## src/rtl/alid_pkg.sv

```systemverilog
package alid_pkg;

  localparam int CAPACITY   = 64;
  localparam int DATA_WIDTH = 32;
  localparam int POS_W      = $clog2(CAPACITY);
  localparam int CNT_W      = POS_W + 1;

  localparam logic [CNT_W-1:0] MAXLEN_RESET = CNT_W'(50);
  localparam logic [CNT_W-1:0] CAP_LIMIT    = CNT_W'(CAPACITY);

  localparam logic [1:0] CMD_APPEND = 2'd0;
  localparam logic [1:0] CMD_INSERT = 2'd1;
  localparam logic [1:0] CMD_DELETE = 2'd2;
  localparam logic [1:0] CMD_READ   = 2'd3;

  localparam logic [1:0] ST_OK    = 2'd0;
  localparam logic [1:0] ST_FULL  = 2'd1;
  localparam logic [1:0] ST_EMPTY = 2'd2;
  localparam logic [1:0] ST_RANGE = 2'd3;

  localparam logic [1:0] ADDR_MAX_LENGTH = 2'd0;

  typedef struct packed {
    logic [1:0]            command;
    logic [POS_W-1:0]      position;
    logic [DATA_WIDTH-1:0] value;
  } cmd_t;

  typedef struct packed {
    logic [1:0]            status;
    logic [DATA_WIDTH-1:0] read_data;
    logic [CNT_W-1:0]      count;
  } rsp_t;

  typedef struct packed {
    logic                  ins_en;
    logic                  del_en;
    logic [POS_W-1:0]      pos;
    logic [CNT_W-1:0]      cnt;
    logic [DATA_WIDTH-1:0] value;
  } cell_ctl_t;

endpackage

```

## src/rtl/alid_cell.sv

```systemverilog
module alid_cell (
  input  logic                                clk,
  input  logic                                rst,
  input  alid_pkg::cell_ctl_t                 ctl,
  input  logic [alid_pkg::POS_W-1:0]          idx,
  input  logic [alid_pkg::DATA_WIDTH-1:0]     left,
  input  logic [alid_pkg::DATA_WIDTH-1:0]     right,
  output logic [alid_pkg::DATA_WIDTH-1:0]     data,
  output logic [alid_pkg::DATA_WIDTH-1:0]     rd_word
);
  import alid_pkg::*;

  logic [CNT_W-1:0] idx_ext;

  assign idx_ext = {1'b0, idx};
  assign rd_word = (idx == ctl.pos) ? data : '0;

  always_ff @(posedge clk) begin
    if (rst) begin
      data <= '0;
    end else if (ctl.ins_en) begin
      if (idx == ctl.pos) begin
        data <= ctl.value;
      end else if (idx > ctl.pos && idx_ext <= ctl.cnt) begin
        data <= left;
      end
    end else if (ctl.del_en) begin
      if (idx >= ctl.pos && (idx_ext + CNT_W'(1)) < ctl.cnt) begin
        data <= right;
      end
    end
  end

endmodule

```

## config.mk

```make
export PLATFORM = sky130hd
export DESIGN_NAME = alid_cell
export DESIGN_NICKNAME = d
export VERILOG_FILES = /design/src/rtl/alid_pkg.sv /design/src/rtl/alid_cell.sv
export SDC_FILE = /design/constraint.sdc
export NUM_CORES = 1
export LEC_CHECK = 0
export ABC_CLOCK_PERIOD_IN_PS = 2500
export BUFFER_PORTS_ARGS = -buffer_cell sky130_fd_sc_hd__buf_2
export CELL_PAD_IN_SITES_DETAIL_PLACEMENT = 1
export CELL_PAD_IN_SITES_GLOBAL_PLACEMENT = 1
export CORE_MARGIN = 2
export CORE_UTILIZATION = 28
export CTS_CLUSTER_DIAMETER = 30
export DETAILED_ROUTE_END_ITERATION = 10
export PLACE_DENSITY = 0.88
export SETUP_SLACK_MARGIN = 0.2
export SLEW_MARGIN = 10
export SYNTH_ARGS = -nofsm -noshare
export SYNTH_HDL_FRONTEND = slang
export SYNTH_SLANG_ARGS = --single-unit
```

## constraint.sdc

```tcl
create_clock -name clk -period 2.5 [get_ports clk]
set_input_delay 0.125 -clock clk [delete_from_list [all_inputs] [get_ports clk]]
set_output_delay 0.125 -clock clk [all_outputs]
set_load 0.1 [all_outputs]
```

# Yosys cells after proc, flatten, opt, wreduce, memory -nomap -nowiden
# Cells that the tools add are included.
dict set report totals {
  reg_bits 32
  input_bits 119
  wordCells 19
}
dict set report classes {
  addsub 1
  magnitude_cmp 4
  eq_ne 2
  muxes 6
  reduce_logical 5
}
# operator count
set ops {}
lappend ops {{$mux W32} 6}
lappend ops {{$add A6 B1 Y7 const B} 1}
lappend ops {{$le A6 B7 Y1} 1}
lappend ops {{$lt A7 B7 Y1} 1}
lappend ops {{$eq A6 B6 Y1} 1}
lappend ops {{$ge A6 B6 Y1} 1}
lappend ops {{$gt A6 B6 Y1} 1}
lappend ops {{$reduce_bool A2 Y1} 2}
lappend ops {{$ne A3 B1 Y1 const B} 1}
lappend ops {{$reduce_and A3 Y1} 1}
lappend ops {{$logic_and A1 B1 Y1} 2}

# Depth between registers and ports, before layout
# Gate-level depths: netlist of run 1.
dict set report depth {
  word_depth 6
  depth_mapped 11
  ltp_nobuf 10
}

# Worst setup path before layout of run 1
# OpenSTA, ideal clock, no wires.
dict set report synth_timing {
  path_kind {input-to-output}
  from {in ctl[44] (netlist name)}
  to {out rd_word[10] (netlist name)}
  arrival_ns 1.943
  path_slack_ns 0.432
  cell_stages 7
  n_path_buf 2
  cell_sequence {inv_1 > ha_1 > nand4_2 > nor2_4 > buf_4 > clkbuf_1 > and2_1}
}
dict set report synth_between {
  elab_chain_len 2
}
# element line_no
set synth_lines {}
lappend synth_lines {{start, declared} alid_cell.sv:4} ;# input alid_pkg::cell_ctl_t ctl,
lappend synth_lines {{$eq A6 B6 Y1} alid_cell.sv:16} ;# assign rd_word = (idx == ctl.pos) ? data : '0;
lappend synth_lines {{$mux W32} alid_cell.sv:16}
lappend synth_lines {{end, declared} alid_cell.sv:9} ;# output logic [alid_pkg::DATA_WIDTH-1:0] rd_word
# Every way passes these cells.

# Worst setup path after layout of run 1
dict set report layout_timing {
  from {in idx[1] (netlist name)}
  to {reg data[18] (netlist name)}
}
dict set report layout_between {
  elab_chain_len 5
  elab_cells_between_ends 13
}
# element line_no
set layout_lines {}
lappend layout_lines {{start, declared} alid_cell.sv:5} ;# input logic [alid_pkg::POS_W-1:0] idx,
lappend layout_lines {{$add A6 B1 Y7} alid_cell.sv:28} ;# if (idx >= ctl.pos && (idx_ext + CNT_W'(1)) < ctl.cnt) begin
lappend layout_lines {{$lt A7 B7 Y1} alid_cell.sv:28}
lappend layout_lines {{$logic_and A1 B1 Y1} alid_cell.sv:28}
lappend layout_lines {{$reduce_bool A2 Y1 (no source line)} --}
lappend layout_lines {{$reduce_and A3 Y1 (no source line)} --}
lappend layout_lines {{end signal, assigned} alid_cell.sv:23} ;# data <= ctl.value;
lappend layout_lines {{end signal, assigned} alid_cell.sv:25} ;# data <= left;
lappend layout_lines {{end signal, assigned} alid_cell.sv:29} ;# data <= right;
lappend layout_lines {{end, declared} alid_cell.sv:8} ;# output logic [alid_pkg::DATA_WIDTH-1:0] data,
# Parallel ways exist; a longest one is shown, timed or not.
# A chain may end at the register's enable or synchronous reset.

==> results of run 1 <==
-- synth_stat cells, types with 2 or more instances --
cell and number:
clkbuf_1 19, nor2_1 35, ha_1 20, buf_2 6, inv_1 14, dfxtp_1 32, mux2i_1 32, buf_12 3
nand4b_1 2, nand3_1 37, and2_1 32, a21oi_1 71, o21ai_0 34, xnor2_1 3, nand2_1 4
-- power groups by stage --
stage	registers (uW)	logic, uW	clock network, uW
2_1_floorplan	944	271	0
4_1_cts	594	857	415
3_5_place_dp	606	856	0
6_report	592	850	396
5_1_grt	599	915	429
3_3_place_gp	603	828	0
-- timing repair --
action,4_1_cts,5_1_grt
buffers inserted,0,0
gates resized for setup,0,2
endpoints found under the setup margin,0,10
-- area by class of cell --
| class | count | area, um^2 | area share |
|---|---|---|---|
| sequential | 32 | 640.6 | 0.1580 |
| timing repair buffer | 190 | 1329 | 0.3278 |
| clock inverter | 3 | 18.77 | 0.004630 |
| multi-input combinational | 285 | 1805 | 0.4454 |
| inverter | 14 | 52.55 | 0.01296 |
| tap | 111 | 138.9 | 0.03426 |
| clock buffer | 5 | 68.82 | 0.01698 |
-- metal layers --
layer | vias to the layer above | wire [um] | global-route usage
li1 | 1595 | - | -
met2 | 120 | 5251 | 0.3683
met5 | - | 0 | 0
met4 | 0 | 189 | 0.04990
met3 | 17 | 544 | 0.02899
met1 | 1470 | 3747 | 0.2013
-- worst max-delay path, delay by kind of cell --
kind,cells,cell delay (ps)
AND/OR/NAND/NOR,5,780
adder cells (fa/ha/maj),2,480
AO/OA/AOI/OAI,3,480
buffers and inverters,2,360
-- logic make-up (layout without fill, tap and decap cells) --
kind of cell | after synthesis | in the layout | share of synthesized area
XOR/XNOR | 4 | 4 | 0.01322
adder cells (fa/ha/maj) | 20 | 20 | 0.09438
AO/OA/AOI/OAI | 111 | 111 | 0.2152
AND/OR/NAND/NOR | 118 | 118 | 0.2312
flip-flops | 32 | 32 | 0.2416
multiplexers | 32 | 32 | 0.1208
buffers and inverters | 43 | 212 | 0.08353
-- through the flow --
step | setup TNS (ps) | worst slack [ps] | utilization
after global placement | 0 | 199.6 | 0.4306
after floorplan | 0 | 432.0 | -
final | 0 | 423.0 | 0.4408
after global routing | 0 | 224.4 | 0.4408
after detailed placement | -9.061 | -9.061 | 0.4306
after CTS | 0 | 286.1 | 0.4401
-- worst max path at each step --
stage                  from  slack (ps)  depth (start not counted)           to
CTS                  idx[1]         290                         12     data[18]
finish               idx[1]         420                         12     data[18]
global placement     idx[4]         200                         12      data[6]
floorplan           ctl[44]         430                          7  rd_word[10]
detailed placement   idx[1]          -9                         12     data[18]
global route         idx[1]         220                         12     data[18]
==> results.tsv, run 1 <==
metric	value	unit
cts_made_buffers	5	
timing.rr.start	data[18]	
power_leakage	0.001900	uW
fin_worst_skew	0	ps
synth_area	2651	um^2
power_switching	855.8	uW
start_util	0.2883	
clock-sinks	32	
setup_viol_count_final	0	
seq_area_frac_synth	0.2416	
endpoint_kind	register	
criticalPathCategory	in -> reg	
clockPowerShare	0.216	
synth_area_per_cell	7.365	um^2
power_density	453.5	nW/um^2
layout_commonest_cell	buf_2	
synth_largest_area_cell	dfxtp_1	
arrival	2220	ps
synth_top_area_share	0.2416	
ys_warn_count	0	
drt_wl_total	9732	um
rr_worst_depth	2	
cts_tree	done	
top_register	data	
antenna_found_initial	0	
final_cell_mix	buf_2, a21oi_1, nand3_1, nor2_1, o21ai_0	
rsz0062_at_grt	false	
num_antenna_cells	0	
setup.worst_path.start_class	input port	
ant_nets	0	
peakVddDrop	0.2363	mV
via_per_inst	5.003	
clock-root-buffer	clkbuf_8	
power	1838	uW
final_area	4054	um^2
synth_nets	499	
clk_latency	280	ps
dieHeight	101.3	um
synth-seq-cells	32	
max_slew_margin	0.4741	
track_usage	0.1856	
hold_ws	220.5	ps
synth_edf_count	0	
vias	3202	
period_minus_slack	2077	ps
cap_violations	0	
synth.distinct_cells	31	
die_w	101.3	um
overflow	0	
gp_congestion	0.7949	
syn_to_final_growth	52.90	%
dp.cells	632	
p_seq_frac	0.322	
cts_buffer_depth	2	
hold_depth	5	
grt_pass1_vias	3238	
nNetsFinal	667	
timing.final.crit_share	0.8308	
wl_per_cell	15.21	um
port_buffers	182	
crit_fanout	20	
post-route-drc-count	0	
placed_cell_area	3960	um^2
io_pins	183	
firstDrtPassIters	4	
combPwrFrac	0.462	
layoutNonFillerInstCount	640	
worstReg2RegEnd	data[18]	
drt_iter0_markers	75	
async_reset_ff_frac	0	
hold_buffers	0	
grt_max_degree	67	
power.internal	982.7	uW
hold_viol	0	
switching_share	0.4655	
path_cells	buf_2 > ha_1 > nand3_1 > nor2_1 > ha_1 > nand3_1 > nand4b_1 > nor3_2 > o22ai_2 > buf_4 > o21ai_0 > a21oi_1	
fp.coreArea	9196	um^2
required	2640	ps
hp-class	in -> reg	
r2r_slack	1740	ps
nFillCells	1171	
slowest_delay	280	ps
hold_end	data[9]	
largestRegisters	data (32)	
die-area	10260	um^2
dpl.hpwl	7871	um
htree_levels	2	
fmax	481.5	MHz
synth_area_leaders	dfxtp_1, a21oi_1, mux2i_1	
drive_gt1_frac	0.3875	
status	finished, final reports clean	
worstHoldStart	right[9]	
grt_pass1_wl	15100	um
synth_ff_type	dfxtp_1	
synthCells	360	
worst_slew_pin_slew	788.8	ps
clk_pin_slew	70	ps
drv_slew	0	
rows	35	
critPathSlowestCell	ha_1	
largest_reg_flops	32	
(Power assumes the default switching activity.)
==> inputs of run 2 (changes only) <==
- ABC_CLOCK_PERIOD_IN_PS: 2500 -> 2000
- clock period: 2.5 -> 2 ns (I/O delays scaled with it)
==> run 2 against run 1 <==
Clock skew unchanged. Routed wire length increased by 10%. Sequential share of layout area decreased by 2.0 points. Hold slack got worse by 8.5 ps. Clock-buffer cell count increased by 2. First-iteration DRC count decreased by 59%.
==> results.tsv, run 2 (synthesized netlist as in run 1, its figures left out) <==
metric	value	unit	change
status	finished, final reports clean		
hp-class	in -> reg		
tns	0	ps	unchanged
ant_nets	0		unchanged
fp.coreArea	9196	um^2	unchanged
vias	3278		+2.4%
fin_ws	141.5	ps	-281.5 ps
criticalPathCategory	in -> reg		
grt_pass1_vias	3406		+5.2%
period_minus_slack	1858	ps	
cap_violations	0		unchanged
dieHeight	101.3	um	unchanged
num_antenna_cells	0		unchanged
cts_tree	done		
layoutNonFillerInstCount	650		+1.6%
drt_wl_total	10720	um	+10%
antenna_found_initial	0		unchanged
largest_reg_flops	32		unchanged
endpoint_kind	register		
drive_gt1_frac	0.5102		+0.1227
firstDrtPassIters	4		unchanged
final_cell_mix	buf_2, a21oi_1, buf_12, nand3_1, nor2_1		
max_slew_margin	0.5651		+0.09104
nNetsFinal	677		+1.5%
die-area	10260	um^2	unchanged
hold_ws	212.0	ps	-8.481 ps
io_pins	183		unchanged
worst_slew_pin_slew	652.3	ps	-136.4 ps
start_util	0.2883		unchanged
die_w	101.3	um	unchanged
setup.worst_path.start_class	input port		
final_area	4636	um^2	+14%
top_register	data		
r2r_slack	1340	ps	-400 ps
cts_made_buffers	5		unchanged
post-route-drc-count	0		unchanged
grt_pass1_wl	15820	um	+4.7%
setup_viol_count_final	0		unchanged
htree_levels	2		unchanged
wl_per_cell	16.49	um	+8.5%
fin_worst_skew	0	ps	unchanged
layout_commonest_cell	buf_2		
timing.final.crit_share	0.9292		
placed_cell_area	4253	um^2	+7.4%
overflow	0		unchanged
syn_to_final_growth	74.85	%	
port_buffers	182		unchanged
gp_congestion	0.7926		-0.29%
drt_iter0_markers	31		-59%
power_density	570.5	nW/um^2	+26%
post-place-ws	-236.6	ps	-227.5 ps
rows	35		unchanged
crit_fanout	8		-60%
required	2140	ps	-500 ps
largestRegisters	data (32)		
arrival	1990	ps	-230 ps
clock-sinks	32		unchanged
hold_buffers	0		unchanged
power_leakage	0.002081	uW	+9.5%
peakVddDrop	0.3362	mV	+42%
dp.cells	637		+0.79%
clk_latency	280	ps	about the same
fmax	538.1	MHz	
via_per_inst	5.043		+0.80%
clk_pin_slew	70	ps	about the same
dpl.hpwl	8206	um	+4.2%
track_usage	0.1907		+0.005105
clock-root-buffer	clkbuf_8		
grt_max_degree	53		-21%
cts_buffer_depth	2		unchanged
hold_viol	0		unchanged
drv_slew	0		unchanged
rsz0062_at_grt	true		
-- run 2: cell count changes in the layout (fill, tap and decap cells not counted), sizes merged --
cell    previous run  this run
clkinv             3         0
buf              190       197
bufinv             0         1
clkbuf             5        10
-- run 2: layer usage --
layer / vias up / global-route usage / wire length [um]
met1: 1523 / 0.2053 / 4102
met5: - / 0 / 0
met2: 116 / 0.3826 / 5921
met4: 0 / 0.04782 / 178
met3: 16 / 0.02899 / 518
li1: 1623 / - / -
-- run 2: cell type report --
cell class	count	area (um^2)
Multi-Input combinational cell	285	1981
Tap cell	111	138.9
Inverter	14	52.55
Timing Repair Buffer	200	1697
Sequential cell	32	640.6
Clock buffer	7	96.34
Fill cell	1130	4561
Clock inverter	1	30.03
-- run 2: what timing repair did --
item / in CTS / in global routing
setup buffers: 0 / 1
resized for setup: 4 / 65
pin swaps: 1 / 37
gates cloned: 0 / 4
setup endpoints to repair: 32 / 51
-- run 2: final timing paths --
path,from,end,cells past startpoint
setup / recovery,idx[0],data[20],11
setup reg to reg,data[20],data[20],2
hold / removal,right[13],data[13],5
hold reg to reg,data[28],data[28],2
-- run 2: through the flow --
stage / utilization / total power (uW)
2_1_floorplan: - / 1523
3_3_place_gp: 0.4624 / 1826
3_5_place_dp: 0.4624 / 1869
4_1_cts: 0.4770 / 2572
5_1_grt: 0.5041 / 2783
6_report: 0.5041 / 2645
-- run 2: where the power goes --
group	internal, uW	switching, uW	total (uW)	leakage [uW]
combinational	375	835	1210	0.00175
clock	440	247	687	0.0000645
sequential	699	49.2	748	0.000262
total	1510	1130	2640	0.00208
-- run 2: critical path: stages --
cell and delay [ps]:
buf_8 80, ha_2 190, nand3_2 100, nor2_1 150
ha_1 300, and4_1 240, nor3_4 260, o22ai_4 160
buf_12 190, o21ai_0 150, a21oi_1 80
==> inputs of run 3 (changes only) <==
- ABC_CLOCK_PERIOD_IN_PS: 2000 -> 1900
- clock period: 2 -> 1.9 ns (I/O delays scaled with it)
==> run 3 against run 2 <==
The flow now finishes with violations (setup timing). Sequential share of layout area down 1.4 points. Final cell count up 2.9%. Critical path depth up 2. Highest routed layer unchanged.
==> results.tsv, run 3 (synthesized netlist as in run 1, its figures left out) <==
metric	value	unit	change
htree_levels	2		unchanged
hp-class	in -> reg		
grt_pass1_wl	17570	um	+11%
clock-root-buffer	clkbuf_8		
placed_cell_area	4354	um^2	+2.4%
worst_slew_pin_slew	639.3	ps	-12.99 ps
antenna_found_initial	0		unchanged
endpoint_kind	register		
rsz0062_at_grt	true		
cap_violations	0		unchanged
crit_fanout	5		-3
largestRegisters	data (32)		
io_pins	183		unchanged
failed_checks	setup timing		
nNetsFinal	696		+2.8%
gp_congestion	0.7607		-4.0%
arrival	2120	ps	+130 ps
criticalPathCategory	in -> reg		
num_antenna_cells	0		unchanged
vias	3427		+4.5%
path_cells	buf_8 > and3_4 > nand3_4 > xnor2_4 > ha_4 > nand3_1 > nand4b_1 > nor3_4 > o22a_4 > buf_6 > buf_6 > nand3_1 > a21oi_1		
die-area	10260	um^2	unchanged
drt_iter0_markers	47		+52%
clk_pin_slew	80	ps	about the same
power	2797	uW	+5.8%
ant_nets	0		unchanged
max_slew_margin	0.5738		+0.008660
cts_tree	done		
power_leakage	0.002266	uW	+8.9%
clk_latency	280	ps	about the same
setup.worst_path.start_class	input port		
critPathSlowestCell	o22a_4		
final_cell_mix	buf_2, a21oi_1, buf_12, nor2_1		
syn_to_final_growth	95.28	%	
grt_max_degree	35		-34%
fin_ws	-2.505	ps	-144.0 ps
port_buffers	182		unchanged
overflow	0		unchanged
fin_worst_skew	0	ps	unchanged
wl_per_cell	17.77	um	+7.7%
post-route-drc-count	0		unchanged
timing.final.crit_share	1.001		
track_usage	0.2156		+0.02484
final_area	5177	um^2	+12%
top_register	data		
hold_viol	0		unchanged
drt_wl_total	11890	um	+11%
largest_reg_flops	32		unchanged
nFillCells	1066		-5.7%
firstDrtPassIters	4		unchanged
layout_commonest_cell	buf_2		
start_util	0.2883		unchanged
power_density	540.2	nW/um^2	-5.3%
fp.coreArea	9196	um^2	unchanged
status	finished with violations		
die_w	101.3	um	unchanged
fmax	525.6	MHz	
cts_made_buffers	5		unchanged
via_per_inst	5.123		+1.6%
slowest_delay	260	ps	-40 ps
rows	35		unchanged
post-place-ws	-316.1	ps	-79.58 ps
hold_ws	201.7	ps	-10.24 ps
hold_buffers	0		unchanged
cts_buffer_depth	2		unchanged
dieHeight	101.3	um	unchanged
drive_gt1_frac	0.5699		+0.05969
post-route-util	0.5630		+0.05891
dpl.hpwl	8413	um	+2.5%
clock-sinks	32		unchanged
setup_viol_count_final	1		+1
required	2110	ps	-30 ps
grt_pass1_vias	3596		+5.6%
period_minus_slack	1903	ps	
peakVddDrop	0.2847	mV	-15%
drv_slew	0		unchanged
==> run 3: per-stage QoR <==
step,std cells,setup TNS (ps)
after floorplan,360,0
after global placement,644,-5652
after detailed placement,644,-8380
after CTS,662,0
after global routing,669,-498.0
final,669,-2.505
==> run 3: repair_timing <==
action,CTS,global route
endpoints found under the setup margin,64,52
cloned,5,5
pin swaps,9,18
gates resized for setup,37,49
setup buffers,5,2
==> run 3: layer usage <==
layer | wire length [um] | share of wire | global-route usage | vias up
met4 | 143 | 0.012 | 0.04782 | 0
met3 | 615 | 0.052 | 0.04762 | 15
met5 | 0 | 0 | 0 | -
li1 | - | - | - | 1667
met1 | 4551 | 0.38 | 0.2413 | 1626
met2 | 6576 | 0.55 | 0.4131 | 119
==> run 3: worst paths after layout <==
kind             start  endpoint  slack (ps)  cells after the start
max reg2reg   data[26]  data[26]        1220                      2
min          right[29]  data[29]         200                      5
max             idx[0]  data[26]          -3                     13
min reg2reg    data[1]   data[1]         480                      2
==> run 3: where the power goes <==
group	internal, uW	total, uW	leakage [uW]	switching (uW)
Combinational	523	1480	0.00196	952
Clock	255	524	0.0000479	269
Sequential	736	798	0.000262	62.1
Total	1510	2800	0.00227	1280
==> run 3: cell type report <==
class                           count  area [um^2]  area share
Clock inverter                      3        18.77    0.003625
Timing Repair Buffer              219         2034      0.3929
Clock buffer                        5        68.82     0.01329
Inverter                           14        52.55     0.01015
Sequential cell                    32        640.6      0.1237
Tap cell                          111        138.9     0.02682
Multi-Input combinational cell    285         2223      0.4294
==> run 3: worst max-delay path: cells and delay by family <==
| kind | cells | cell delay, ps |
|---|---|---|
| compound gates | 2 | 430 |
| xor+xnor | 1 | 160 |
| fa+ha+maj | 1 | 230 |
| buf+inv | 3 | 320 |
| simple gates | 6 | 880 |
