`src/rtl/alid_pkg.sv`:
```
package alid_pkg;

  localparam int CAPACITY   = 64;
  localparam int DATA_WIDTH = 32;
  localparam int POS_W      = $clog2(CAPACITY);
  localparam int CNT_W      = POS_W + 1;

  localparam logic [CNT_W-1:0] MAXLEN_RESET = CNT_W'(50);
  localparam logic [CNT_W-1:0] CAP_LIMIT    = CNT_W'(CAPACITY);

  localparam logic [1:0] CMD_APPEND = 2'd0;
  localparam logic [1:0] CMD_INSERT = 2'd1;
  localparam logic [1:0] CMD_DELETE = 2'd2;
  localparam logic [1:0] CMD_READ   = 2'd3;

  localparam logic [1:0] ST_OK    = 2'd0;
  localparam logic [1:0] ST_FULL  = 2'd1;
  localparam logic [1:0] ST_EMPTY = 2'd2;
  localparam logic [1:0] ST_RANGE = 2'd3;

  localparam logic [1:0] ADDR_MAX_LENGTH = 2'd0;

  typedef struct packed {
    logic [1:0]            command;
    logic [POS_W-1:0]      position;
    logic [DATA_WIDTH-1:0] value;
  } cmd_t;

  typedef struct packed {
    logic [1:0]            status;
    logic [DATA_WIDTH-1:0] read_data;
    logic [CNT_W-1:0]      count;
  } rsp_t;

  typedef struct packed {
    logic                  ins_en;
    logic                  del_en;
    logic [POS_W-1:0]      pos;
    logic [CNT_W-1:0]      cnt;
    logic [DATA_WIDTH-1:0] value;
  } cell_ctl_t;

endpackage

```
`src/rtl/alid_ctrl.sv`:
```
module alid_ctrl (
  input  logic                          clk,
  input  logic                          rst,
  input  logic                          take,
  input  alid_pkg::cmd_t                cmd,
  input  logic [alid_pkg::CNT_W-1:0]    max_length,
  output alid_pkg::cell_ctl_t           ctl,
  output logic [1:0]                    status,
  output logic [alid_pkg::CNT_W-1:0]    cnt_next
);
  import alid_pkg::*;

  logic [CNT_W-1:0] cnt;
  logic [CNT_W-1:0] limit;
  logic [CNT_W-1:0] pos_ext;
  logic             full;

  assign limit   = (max_length > CAP_LIMIT) ? CAP_LIMIT : max_length;
  assign full    = cnt >= limit;
  assign pos_ext = {1'b0, cmd.position};

  always_comb begin
    status = ST_OK;
    unique case (cmd.command)
      CMD_APPEND: begin
        if (full) status = ST_FULL;
      end
      CMD_INSERT: begin
        priority if (full) status = ST_FULL;
        else if (pos_ext > cnt) status = ST_RANGE;
      end
      CMD_DELETE, CMD_READ: begin
        priority if (cnt == '0) status = ST_EMPTY;
        else if (pos_ext >= cnt) status = ST_RANGE;
      end
      default: status = ST_OK;
    endcase
  end

  always_comb begin
    ctl.ins_en = take && status == ST_OK &&
                 (cmd.command == CMD_APPEND || cmd.command == CMD_INSERT);
    ctl.del_en = take && status == ST_OK && cmd.command == CMD_DELETE;
    ctl.pos    = (cmd.command == CMD_APPEND) ? cnt[POS_W-1:0] : cmd.position;
    ctl.cnt    = cnt;
    ctl.value  = cmd.value;
    cnt_next   = cnt;
    if (ctl.ins_en) cnt_next = cnt + CNT_W'(1);
    else if (ctl.del_en) cnt_next = cnt - CNT_W'(1);
  end

  always_ff @(posedge clk) begin
    if (rst) begin
      cnt <= '0;
    end else if (take) begin
      cnt <= cnt_next;
    end
  end

endmodule

```
`config.mk`:
```
export PLATFORM = sky130hd
export DESIGN_NAME = alid_ctrl
export DESIGN_NICKNAME = d
export VERILOG_FILES = /design/src/rtl/alid_pkg.sv /design/src/rtl/alid_ctrl.sv
export SDC_FILE = /design/constraint.sdc
export NUM_CORES = 1
export LEC_CHECK = 0
export BUFFER_PORTS_ARGS = -buffer_cell sky130_fd_sc_hd__buf_2
export CAP_MARGIN = 20
export CORE_MARGIN = 1.5
export CORE_UTILIZATION = 35
export DETAILED_ROUTE_END_ITERATION = 16
export HOLD_SLACK_MARGIN = 0.15
export PLACE_DENSITY = 0.79
export SYNTH_ARGS = -nofsm -noshare
export SYNTH_HDL_FRONTEND = slang
export SYNTH_SLANG_ARGS = --single-unit
```
`constraint.sdc`:
```
create_clock -name clk -period 2.35 [get_ports clk]
set_input_delay 0 -clock clk [delete_from_list [all_inputs] [get_ports clk]]
set_output_delay 0 -clock clk [all_outputs]
set_load 0.01 [all_outputs]
```
# [After elaboration in Yosys (flattened, before gate mapping)]
# Index checks and enable logic that the tools add are counted.
[word_totals] input_bits=50 mem_count=0 ff_bits=7 latchBits=0 output_inout_bits=56 mem_bits_ro=0 ramBits=0
[op_classes] bitwise=0 multipliers=0 div=0 n_lt_le_gt_ge=4 n_reduce_logical=8 shifts=0 mux=10 add_sub_neg=2 n_eq_ne=3
[op_table] op="7-bit 2-to-1 mux" count=3
[op_table] op="2-bit 2-to-1 mux" count=4
[op_table] op="7-bit by 1-bit adder with 7-bit output, second input constant" count=1
[op_table] op="6-bit by 7-bit greater-or-equal comparator with 1-bit output" count=1
[op_table] op="7-bit greater-or-equal comparator" count=1
[op_table] op="6-bit by 7-bit > comparator with 1-bit output" count=1
[op_table] op="7-bit > comparator, second input constant" count=1
[op_table] op="7-bit logical NOT" count=1
[op_table] op="7-bit by 1-bit subtractor with 7-bit output, second input constant" count=1
[op_table] op="6-bit 2-to-1 mux" count=1
[op_table] op="2-bit case mux with 3 select lines" count=1
[op_table] op="2-bit == test, second input constant" count=2
[op_table] op="2-bit logical NOT" count=2
[op_table] op="1-bit logical AND" count=3
[op_table] op="2-bit by 1-bit == test with 1-bit output, second input constant" count=1
[op_table] op="2-bit OR reduction" count=1
[op_table] op="1-bit logical OR" count=1
[op_table] op="1-bit 2-to-1 mux" count=1

# [Depth between registers and ports, before layout]
# Gate-level depths: netlist of the first run.
[depth] word_depth=10 depth_mapped=10

# [Least setup slack after synthesis of the first run]
# Ideal clock, no wire load.
[synth_path] kind="register -> register" start="register cnt[4]" end="register cnt[4]" path_slack_ns=-0.262 arrival_ns=2.492 setup_ns=0.121 path_buffers=0 stages_incl_launch_ff=9 path_cell_list="dfxtp_1 > inv_1 > ha_1 > a211oi_1 > nor3_1 > o311a_1 > nand4bb_4 > o32ai_2 > mux2_2"
[synth_via] elab_chain_len=9
[synth_rtl] element="start: declaration" line="alid_ctrl.sv:13" source="logic [CNT_W-1:0] cnt;"
[synth_rtl] element="start signal: assignment" line="alid_ctrl.sv:56" source="cnt <= cnt_next;"
[synth_rtl] element="6-bit by 7-bit greater-or-equal comparator with 1-bit output / 6-bit by 7-bit > comparator with 1-bit output (equally long branches)" line="alid_ctrl.sv:34, alid_ctrl.sv:30"
[synth_rtl] element="2-bit 2-to-1 mux (on tied branches)" line="alid_ctrl.sv:34, alid_ctrl.sv:30"
[synth_rtl] element="2-bit 2-to-1 mux (on tied branches)" line="alid_ctrl.sv:33, alid_ctrl.sv:29"
[synth_rtl] element="2-bit case mux with 3 select lines" line="alid_ctrl.sv:24" source="unique case (cmd.command)"
[synth_rtl] element="2-bit logical NOT" line="alid_ctrl.sv:41, alid_ctrl.sv:43"
[synth_rtl] element="1-bit logical AND" line="alid_ctrl.sv:41, alid_ctrl.sv:43"
[synth_rtl] element="1-bit logical AND" line="alid_ctrl.sv:43" source="ctl.del_en = take && status == ST_OK && cmd.command == CMD_DELETE;"
[synth_rtl] element="7-bit 2-to-1 mux" line="alid_ctrl.sv:49" source="else if (ctl.del_en) cnt_next = cnt - CNT_W'(1);"
[synth_rtl] element="7-bit 2-to-1 mux (*)" line="alid_ctrl.sv:48" source="if (ctl.ins_en) cnt_next = cnt + CNT_W'(1);"
# Every way passes the cells marked *; elsewhere a longest branch is shown, timed or not.
# A chain may end at the register's enable or synchronous reset.

# [Final worst setup path of the first run]
[layout_path] start="register cnt[4]" end="output port cnt_next[2] (netlist name)"
[layout_via] elab_chain_len=9
[layout_rtl] element="6-bit by 7-bit greater-or-equal comparator with 1-bit output / 6-bit by 7-bit > comparator with 1-bit output (equally long branches)" line="alid_ctrl.sv:34, alid_ctrl.sv:30"
[layout_rtl] element="2-bit 2-to-1 mux (on tied branches)" line="alid_ctrl.sv:34, alid_ctrl.sv:30"
[layout_rtl] element="2-bit 2-to-1 mux (on tied branches)" line="alid_ctrl.sv:33, alid_ctrl.sv:29"
[layout_rtl] element="2-bit case mux with 3 select lines (*)" line="alid_ctrl.sv:24"
[layout_rtl] element="2-bit logical NOT (*)" line="alid_ctrl.sv:41, alid_ctrl.sv:43"
[layout_rtl] element="1-bit logical AND (*)" line="alid_ctrl.sv:41, alid_ctrl.sv:43"
[layout_rtl] element="1-bit logical AND" line="alid_ctrl.sv:43"
[layout_rtl] element="7-bit 2-to-1 mux" line="alid_ctrl.sv:49"
[layout_rtl] element="7-bit 2-to-1 mux (*)" line="alid_ctrl.sv:48"
[layout_rtl] element="end: declaration" line="alid_ctrl.sv:9" source="output logic [alid_pkg::CNT_W-1:0] cnt_next"
# Marked as above.

==> flow_summary_export.csv, run 1 <==
group,metric,value,unit
run_status,outcome,"complete, but fails checks",
run_status,violations,"negative setup slack",
power,finalPower,570,uW
finish,area_growth,57.5,%
clock_network,cts.sinks,7,
clock_network,cts_root_buf,"clkbuf_4",
finish,nFillCells,300,
sta,hold_violations,0,
clock_network,htreeDepth,1,
placement,dp_slack,-0.00115,ns
synthesis,ys_async_sr_fraction,0,
global_route,grt_pass1_vias,1252,
finish,nets,296,
detailed_routing,wire_per_inst,14.0,um
placement,gp_congestion,0.869,
finish,drive_gt1_frac,0.498,
detailed_routing,drtAntennaViolNets,0,
detailed_routing,vias,1384,
synthesis,yosys_warnings,0,
critical_path,crit_arrival,2.42,ns
critical_path,worst_ep_required_time,2.35,ns
clock_network,cts_tree,"built",
sta,slew_headroom,0.626,
finish,utilization,0.590,
synthesis,synth.net_count,225,
sta,worst_slack,-0.0748,ns
detailed_routing,initialDrtViolationCount,36,
global_route,grt_max_degree,13,
floorplanning,pin_count,106,
synthesis,synth_ff_type,"dfxtp_1",
sta,fmax,0.412,GHz
clock_network,clkTransAtPathRegs,0.06,ns
global_route,grt_first_pass_wirelength,5700,um
synthesis,synth_area_per_cell,8.04,um^2
placement,numPortBuffers,41,
power,p_per_area,283,nW/um^2
floorplanning,fp.dieH,63.4,um
clock_network,clk_path_buf_depth,2,
synthesis,synth_cell_types,40,
detailed_routing,vias_per_cell,5.03,
sta,slew_viol_final,0,
synthesis,yosysSeqAreaShare,0.110,
floorplanning,die_w,63.4,um
global_route,antenna_found_initial,0,
critical_path,start_kind,"flop",
floorplanning,initial_core_util,0.374,
critical_path,cp-end-kind,"primary output",
finish,num_antenna_cells,0,
synthesis,syn_area,1280,um^2
synthesis,synth_cells,159,
sta,fin_crit_sh,1.03,
sta,skew,0.00373,ns
floorplanning,fp.coreArea,3420,um^2
global_route,track_usage,0.177,
critical_path,path_class,"reg -> out",
floorplanning,die_area,4030,um^2
floorplanning,num_rows,21,
placement,dp_hpwl,2480,um
sta,min_period,2.42,ns
min_path,hp-class,"in -> reg",
sta,finalSetupViolCount,7,
detailed_routing,dr.pass1.iters,4,
detailed_routing,routed_wl,3850,um
global_route,grt_overflow_total,0,
detailed_routing,drc,0,
clock_network,cts_made_buffers,3,
critical_path,path_max_fanout,6,
power,peakVddDrop,0.188,mV
sta,holdWs,0.312,ns
run,timing.max_cap.violations,0,
clock_network,clock_latency,0.27,ns
finish,largestRegisters,"cnt: 7 flops",
finish,largest-register,"cnt",
sta,rsz0062_at_grt,"yes",
power,p_leak,0.973,nW
synthesis,synth_seq_cells,7,
finish,largest_reg_flops,7,
sta,tightest_slew,0.558,ns
synthesis,synth_edf_count,0,
-- stage by stage --
step	instance area [um^2]	cells	setup TNS, ns
final	2010	275	-0.218
after global routing	2010	275	-1.12
after CTS	1920	272	-0.421
after detailed placement	1430	227	-0.00115
after global placement	1430	227	0
after floorplan	1310	159	0
-- worst max-delay path, stage by stage (launching register included) --
cell and delay [ns]:
dfxtp_4 0.35, buf_4 0.15, or4_4 0.55, nor3b_4 0.25
nor3_2 0.10, nand3_2 0.11, buf_4 0.13, a21boi_4 0.21
xnor2_1 0.14, buf_2 0.16
-- cells by family after synthesis --
family          count (synthesis)  synth area share
simple gates                   52             0.229
buf+inv                        45             0.238
compound gates                 23             0.137
fa+ha+maj                      16             0.157
mux                            11            0.0959
flops                           7             0.110
xor+xnor                        5            0.0342
-- power breakdown --
part	switching, mW	internal [mW]	total [mW]
clock	0.0531	0.0653	0.118
combinational	0.152	0.174	0.326
sequential	0.00459	0.121	0.125
total	0.210	0.360	0.570
-- per-layer routing --
layer,part of all wire,vias to the layer above,GRT usage
met5,0,-,0
met4,0.020,0,0.0842
met1,0.39,634,0.209
met2,0.51,77,0.303
met3,0.078,7,0.0375
li1,-,666,-
-- placed cells by master (no fill, tap or decap), drive strengths merged, types with 2 or more instances in the layout --
cell         instances
dlygate4sd3         33
dfxtp                7
nor3                 4
a211o                2
nor2                17
o21ai                2
inv                 10
nand2               13
nand3                3
nor2b                3
or4                  2
xnor2                4
buf                 68
mux2                10
ha                  16
nand4                3
o21a                 2
nand2b               2
o31ai                2
a21oi                4
o22ai                2
clkbuf               4
-- cell type report --
class,count,area [um^2],share of cell area
Clock buffer,4,26.3,0.0130
Multi-Input combinational cell,107,981,0.487
Sequential cell,7,155,0.0770
Tap cell,46,57.6,0.0286
Inverter,10,45.0,0.0224
Timing Repair Buffer,101,749,0.372
-- repair_timing --
item / 4_1_cts / 5_1_grt
resized for setup: 20 / 15
endpoints found under the hold margin: 34 / 0
pin swaps: 9 / 17
buffers inserted: 8 / 4
endpoints found under the setup margin: 8 / 12
hold buffers: 33 / 0
-- Yosys cell counts, types with 2 or more instances --
cell / number / area (um^2)
buf_4: 32 / 240
nor2_1: 17 / 63.8
ha_1: 16 / 200
nand2_1: 13 / 48.8
inv_1: 10 / 37.5
mux2_2: 10 / 113
dfxtp_1: 7 / 140
a21oi_1: 4 / 20.0
xnor2_1: 4 / 35.0
nand3_1: 3 / 15.0
nand4_1: 3 / 18.8
nor2b_1: 3 / 18.8
nor3_1: 3 / 15.0
a211o_1: 2 / 17.5
buf_6: 2 / 22.5
nand2b_1: 2 / 12.5
o21a_1: 2 / 15.0
o21ai_0: 2 / 10.0
o22ai_1: 2 / 12.5
o31ai_1: 2 / 15.0
-- path summary, 6_finish.rpt --
kind,slack [ns],endpoint,start,cells after the start
worst min-delay path,0.31,cnt[0],cmd[38],5
worst max register to register,-0.05,cnt[4],cnt[2],8
worst max-delay path,-0.07,cnt_next[2],cnt[4],9
worst min register to register,0.66,cnt[3],cnt[3],3
Note: power is estimated with default switching activity, not from simulation.
==> inputs of run 2 (changes only) <==
--- a/config.mk
+++ b/config.mk
@@ -10,8 +10,10 @@
 export CORE_MARGIN = 1.5
 export CORE_UTILIZATION = 35
 export DETAILED_ROUTE_END_ITERATION = 16
+export GPL_ROUTABILITY_DRIVEN = 0
 export HOLD_SLACK_MARGIN = 0.15
 export PLACE_DENSITY = 0.79
+export REMOVE_ABC_BUFFERS = 1
 export SYNTH_ARGS = -nofsm -noshare
 export SYNTH_HDL_FRONTEND = slang
 export SYNTH_SLANG_ARGS = --single-unit
==> run 2 against run 1 <==
  * The run still ends with negative setup slack left
  * Flip-flop and latch count did not move
  * Utilization decreased by 0.33 points
  * Setup slack got worse by 0.011 ns
  * Global-route usage increased by 6.0 points
  * Non-clock buffer count increased by 1
  * Die area did not move
  * Count of clock-buffer cells in the layout is the same
  * Cell area is 0.56% lower
  * Routed wire length is 29% higher
  * Largest power group unchanged
==> flow_summary_export.csv, run 2 (same netlist as run 1, synthesis figures left out) <==
group,metric,value,unit
run_status,outcome,"complete, but fails checks",
run_status,violations,"negative setup slack",
detailed_routing,drtAntennaViolNets,0,
detailed_routing,dr.pass1.iters,4,
clock_network,clk_path_buf_depth,2,
finish,layout.cells.non_filler,276,
finish,utilization,0.586,
power,p_per_area,290,nW/um^2
global_route,track_usage,0.238,
global_route,grt_first_pass_wirelength,7390,um
critical_path,path_max_fanout,5,
min_path,hp-class,"in -> reg",
critical_path,start_kind,"flop",
sta,min_period,2.44,ns
critical_path,cp_num_buf_inv,5,
detailed_routing,drc,0,
power,p_leak,0.958,nW
critical_path,crit_arrival,2.44,ns
sta,finalSetupViolCount,8,
clock_network,htreeDepth,1,
clock_network,cts.sinks,7,
floorplanning,fp.dieH,63.4,um
placement,placedCellCount,230,
placement,numPortBuffers,41,
global_route,grt_overflow_total,0,
critical_path,cp-end-kind,"primary output",
critical_path,worst_ep_required_time,2.35,ns
detailed_routing,wire_per_inst,18.0,um
finish,num_antenna_cells,0,
critical_path,path_class,"reg -> out",
floorplanning,fp.coreArea,3420,um^2
finish,final_common_cell,"buf_2",
finish,largest-register,"cnt",
sta,slew_viol_final,0,
critical_path,crit_top_cell,"buf_6",
floorplanning,die_w,63.4,um
power,peakVddDrop,0.268,mV
finish,largest_reg_flops,7,
finish,largestRegisters,"cnt: 7 flops",
placement,dp_hpwl,3440,um
detailed_routing,vias_per_cell,5.14,
sta,fmax,0.411,GHz
detailed_routing,vias,1419,
global_route,grt_pass1_vias,1392,
finish,nets,297,
floorplanning,num_rows,21,
critical_path,critPathTopFamily,"compound AO/OA/AOI/OAI gates",
floorplanning,die_area,4030,um^2
sta,rsz0062_at_grt,"yes",
finish,final_cell_mix,"41 x buf_2, 33 x dlygate4sd3_1, 26 x buf_4",
placement,dpl_cell_area,1420,um^2
sta,hold_violations,0,
detailed_routing,routed_wl,4980,um
finish,drive_gt1_frac,0.491,
sta,fin_crit_sh,1.04,
critical_path,r2r_slack,-0.07,ns
critical_path,max_stage_delay,0.34,ns
sta,skew,0.0122,ns
clock_network,clkTransAtPathRegs,0.06,ns
global_route,antenna_found_initial,0,
sta,worst_slack,-0.0860,ns
finish,area_growth,56.7,%
sta,tightest_slew,0.554,ns
run,timing.max_cap.violations,0,
clock_network,cts_made_buffers,3,
floorplanning,initial_core_util,0.374,
clock_network,clock_latency,0.26,ns
critical_path,cpMaxStageDelayCell,"dfxtp_2",
floorplanning,pin_count,106,
detailed_routing,initialDrtViolationCount,50,
clock_network,cts_tree,"built",
sta,holdWs,0.321,ns
finish,design_area,2000,um^2
critical_path,crit_chain,"inv_2 -> ha_4 -> a211oi_4 -> nor3_4 -> o311a_1 -> nand4bb_4 -> buf_6 -> inv_4 -> buf_6 -> o21a_1 -> nor2_1 -> buf_2",
global_route,grt_max_degree,13,
clock_network,cts_root_buf,"clkbuf_4",
sta,slew_headroom,0.629,
run 2: path summary, 6_finish.rpt:
path	startpoint	cells past startpoint	to
min reg2reg	cnt[6]	2	cnt[6]
min	take	4	cnt[4]
max	cnt[4]	12	cnt_next[0]
max reg2reg	cnt[4]	10	cnt[3]
run 2: tightest hold or removal path: cells and delay by family:
| family | cells | cell delay, ns |
|---|---|---|
| AO/OA/AOI/OAI | 1 | 0.10 |
| buffers and inverters | 1 | 0.12 |
| multiplexers | 1 | 0.20 |
| AND/OR/NAND/NOR | 1 | 0.13 |
run 2: timing repair:
| action | CTS | global route |
|---|---|---|
| buffers inserted | 6 | 5 |
| hold buffers | 33 | 0 |
| setup endpoints to repair | 14 | 11 |
| pin swaps | 11 | 6 |
| hold endpoints to repair | 34 | 0 |
| resized for setup | 24 | 11 |
run 2: power breakdown:
group / total [mW] / leakage (nW) / switching, mW / internal [mW]
Clock: 0.116 / 0.0150 / 0.0504 / 0.0652
Sequential: 0.129 / 0.0595 / 0.00537 / 0.124
Combinational: 0.336 / 0.884 / 0.165 / 0.172
run 2: per-layer routing:
layer	global-route usage	part of all wire	wire, um
met4	0.0707	0.013	64
met5	0	0	0
met3	0.0464	0.077	384
met2	0.351	0.46	2280
met1	0.346	0.45	2250
run 2: metrics by stage:
stage / setup TNS, ns / total power, mW / worst slack (ns)
after floorplan: -0.865 / 0.254 / -0.262
after global placement: -0.0365 / 0.337 / -0.0365
after detailed placement: -0.398 / 0.344 / -0.118
after CTS: -0.321 / 0.556 / -0.0785
after global routing: -1.50 / 0.615 / -0.230
final: -0.508 / 0.581 / -0.0860
run 2: area by class of cell:
class,instances,area [um^2]
inverter,10,40.0
clock buffer,4,26.3
sequential,7,148
timing repair buffer,102,753
fill,294,1410
multi-input combinational,107,978
tap,46,57.6
==> inputs of run 3 (changes only) <==
--- a/config.mk
+++ b/config.mk
@@ -12,7 +12,7 @@
 export DETAILED_ROUTE_END_ITERATION = 16
 export GPL_ROUTABILITY_DRIVEN = 0
 export HOLD_SLACK_MARGIN = 0.15
-export PLACE_DENSITY = 0.79
+export PLACE_DENSITY_LB_ADDON = 0.08
 export REMOVE_ABC_BUFFERS = 1
 export SYNTH_ARGS = -nofsm -noshare
 export SYNTH_HDL_FRONTEND = slang
==> run 3 against run 2 <==
  * The flow still finishes with violations (negative setup slack)
  * Cell count rose by 2.5%
  * Worst hold slack improved by 0.017 ns
  * Flip-flop and latch count did not move
  * Register-to-register slack improved by 0.12 ns
  * Critical endpoint is now cnt_next[3]
==> flow_summary_export.csv, run 3 (same netlist as run 1, synthesis figures left out) <==
group,metric,value,unit
finish,utilization,0.600,
critical_path,r2r_slack,0.05,ns
floorplanning,fp.dieH,63.4,um
sta,finalSetupViolCount,6,
finish,drive_gt1_frac,0.489,
detailed_routing,vias,1439,
placement,dp_hpwl,3660,um
global_route,track_usage,0.259,
finish,largest_reg_flops,7,
critical_path,crit_chain,"inv_2 -> ha_4 -> a211oi_4 -> nor3_2 -> o311a_1 -> nand4bb_4 -> buf_6 -> o22a_1 -> xnor2_1 -> buf_2",
sta,tightest_slew,0.522,ns
power,internal-power,367,uW
critical_path,max_stage_delay,0.33,ns
clock_network,cts_root_buf,"clkbuf_4",
global_route,grt_pass1_vias,1442,
run,timing.max_cap.violations,0,
detailed_routing,wl_met2,2320,um
finish,largestRegisters,"cnt: 7 flops",
critical_path,crit_arrival,2.41,ns
floorplanning,initial_core_util,0.374,
critical_path,reg2reg_depth,9,
critical_path,path_max_fanout,4,
finish,register_area,151,um^2
finish,area_growth,60.2,%
sta,fin_tns_setup,-0.233,ns
detailed_routing,vias_per_cell,5.08,
power,clockPowerShare,0.193,
sta,min_period,2.41,ns
global_route,grt_max_degree,13,
sta,worst_slack,-0.0596,ns
sta,fin_crit_sh,1.03,
floorplanning,die_area,4030,um^2
floorplanning,die_w,63.4,um
finish,final_cell_mix,"40 x buf_2, 33 x dlygate4sd3_1, 30 x buf_4",
detailed_routing,wl_met3,336,um
sta,slew_headroom,0.651,
clock_network,clkTransAtPathRegs,0.05,ns
detailed_routing,met1Wirelength,2430,um
critical_path,cpMaxStageDelayCell,"dfxtp_2",
detailed_routing,routed_wl,5100,um
finish,largest-register,"cnt",
detailed_routing,dr.pass1.iters,4,
clock_network,cts_made_buffers,3,
floorplanning,pin_count,106,
power,p_leak,1.01,nW
min_path,whs_path_depth,3,
detailed_routing,drc,0,
sta,rsz0062_at_grt,"yes",
sta,hold_violations,0,
min_path,hp-class,"in -> out",
critical_path,path_class,"reg -> out",
placement,numPortBuffers,41,
detailed_routing,wire_per_inst,18.0,um
power,power.net_switching,210,uW
clock_network,htreeDepth,1,
power,p_per_area,282,nW/um^2
global_route,antenna_found_initial,0,
critical_path,worstReg2RegStart,"cnt[4]",
run_status,outcome,"complete, but fails checks",
global_route,grt_overflow_total,0,
clock_network,cts.sinks,7,
clock_network,clk_path_buf_depth,2,
power,comb_power_share,0.586,
critical_path,worst_ep_required_time,2.35,ns
finish,final_common_cell,"buf_2",
clock_network,clock_latency,0.25,ns
detailed_routing,drtAntennaViolNets,0,
power,finalPower,577,uW
clock_network,cts_tree,"built",
detailed_routing,dr.max_layer_used,"met4",
finish,nFillCells,325,
sta,skew,0.000270,ns
global_route,grt_first_pass_wirelength,8070,um
power,seqPwrFrac,0.222,
floorplanning,fp.coreArea,3420,um^2
finish,num_antenna_cells,0,
power,peakVddDrop,0.196,mV
floorplanning,num_rows,21,
sta,fmax,0.415,GHz
finish,nets,304,
critical_path,r2r-end,"cnt[4]",
power,sw_frac_of_total,0.364,
sta,slew_viol_final,0,
critical_path,start_kind,"flop",
critical_path,cp-end-kind,"primary output",
finish,multi_input_comb_area,950,um^2
detailed_routing,initialDrtViolationCount,45,
run_status,violations,"negative setup slack",
min_path,min_from,"cmd[34]",
min_path,whs_endpoint,"ctl[41]",
## run 3: cell count changes in the layout (fill, tap and decap cells not counted), moves of 2 or more
cell / before / now
dfxtp_2: 6 / 3
nor2_1: 15 / 17
nor2_2: 2 / 0
dfxtp_4: 0 / 2
buf_4: 26 / 30
buf_6: 2 / 6
## run 3: what timing repair did
action                                  in CTS  in global routing
hold endpoints to repair                    34                  0
pin swaps                                   11                  8
hold buffers                                33                  0
resized for setup                           27                  7
setup buffers                                6                  3
endpoints found under the setup margin      15                 11
## run 3: final cells by class
class | instances | area share
tap | 46 | 0.0281
multi-input combinational | 107 | 0.464
sequential | 7 | 0.0739
timing repair buffer | 109 | 0.402
clock buffer | 4 | 0.0128
inverter | 10 | 0.0195
## run 3: per-layer routing
layer	vias up	GRT usage
met5	-	0
met4	0	0.0543
met3	4	0.0464
met2	72	0.395
met1	687	0.379
li1	676	-
## run 3: power by group through the flow
stage          Combinational, mW  Sequential, mW  Clock [mW]
6_report                   0.338           0.128       0.111
5_1_grt                    0.367           0.129       0.129
4_1_cts                    0.321           0.128       0.121
3_5_place_dp               0.223           0.131           0
3_3_place_gp               0.219           0.131           0
2_1_floorplan              0.121           0.134           0
## run 3: critical path: cells and delay by family (launching register included)
family | cells | cell delay, ns
AO/OA/AOI/OAI | 3 | 0.78
XOR/XNOR | 1 | 0.15
adder cells (fa/ha/maj) | 1 | 0.22
buffers and inverters | 3 | 0.37
flip-flops | 1 | 0.33
AND/OR/NAND/NOR | 2 | 0.33
## run 3: worst max-delay path by stage
stage | from | endpoint | slack (ns) | depth (start not counted)
floorplan | cnt[4] | cnt[4] | -0.26 | 8
global placement | cnt[4] | cnt[4] | -0.05 | 8
detailed placement | cnt[4] | cnt[4] | -0.14 | 8
CTS | cnt[4] | cnt_next[4] | -0.08 | 10
global route | cnt[4] | cnt_next[3] | -0.22 | 10
finish | cnt[4] | cnt_next[3] | -0.06 | 10
## run 3: per-stage QoR
stage | setup slack [ns] | instances | hold slack (ns) | area [um^2]
floorplan | -0.262 | 124 | 0 | 1010
finish | -0.0596 | 283 | 0.337 | 2050
detailed placement | -0.136 | 237 | 0.0000945 | 1470
CTS | -0.0807 | 280 | 0.335 | 1990
global placement | -0.0522 | 237 | 0.0000945 | 1470
global route | -0.220 | 283 | 0.351 | 2050
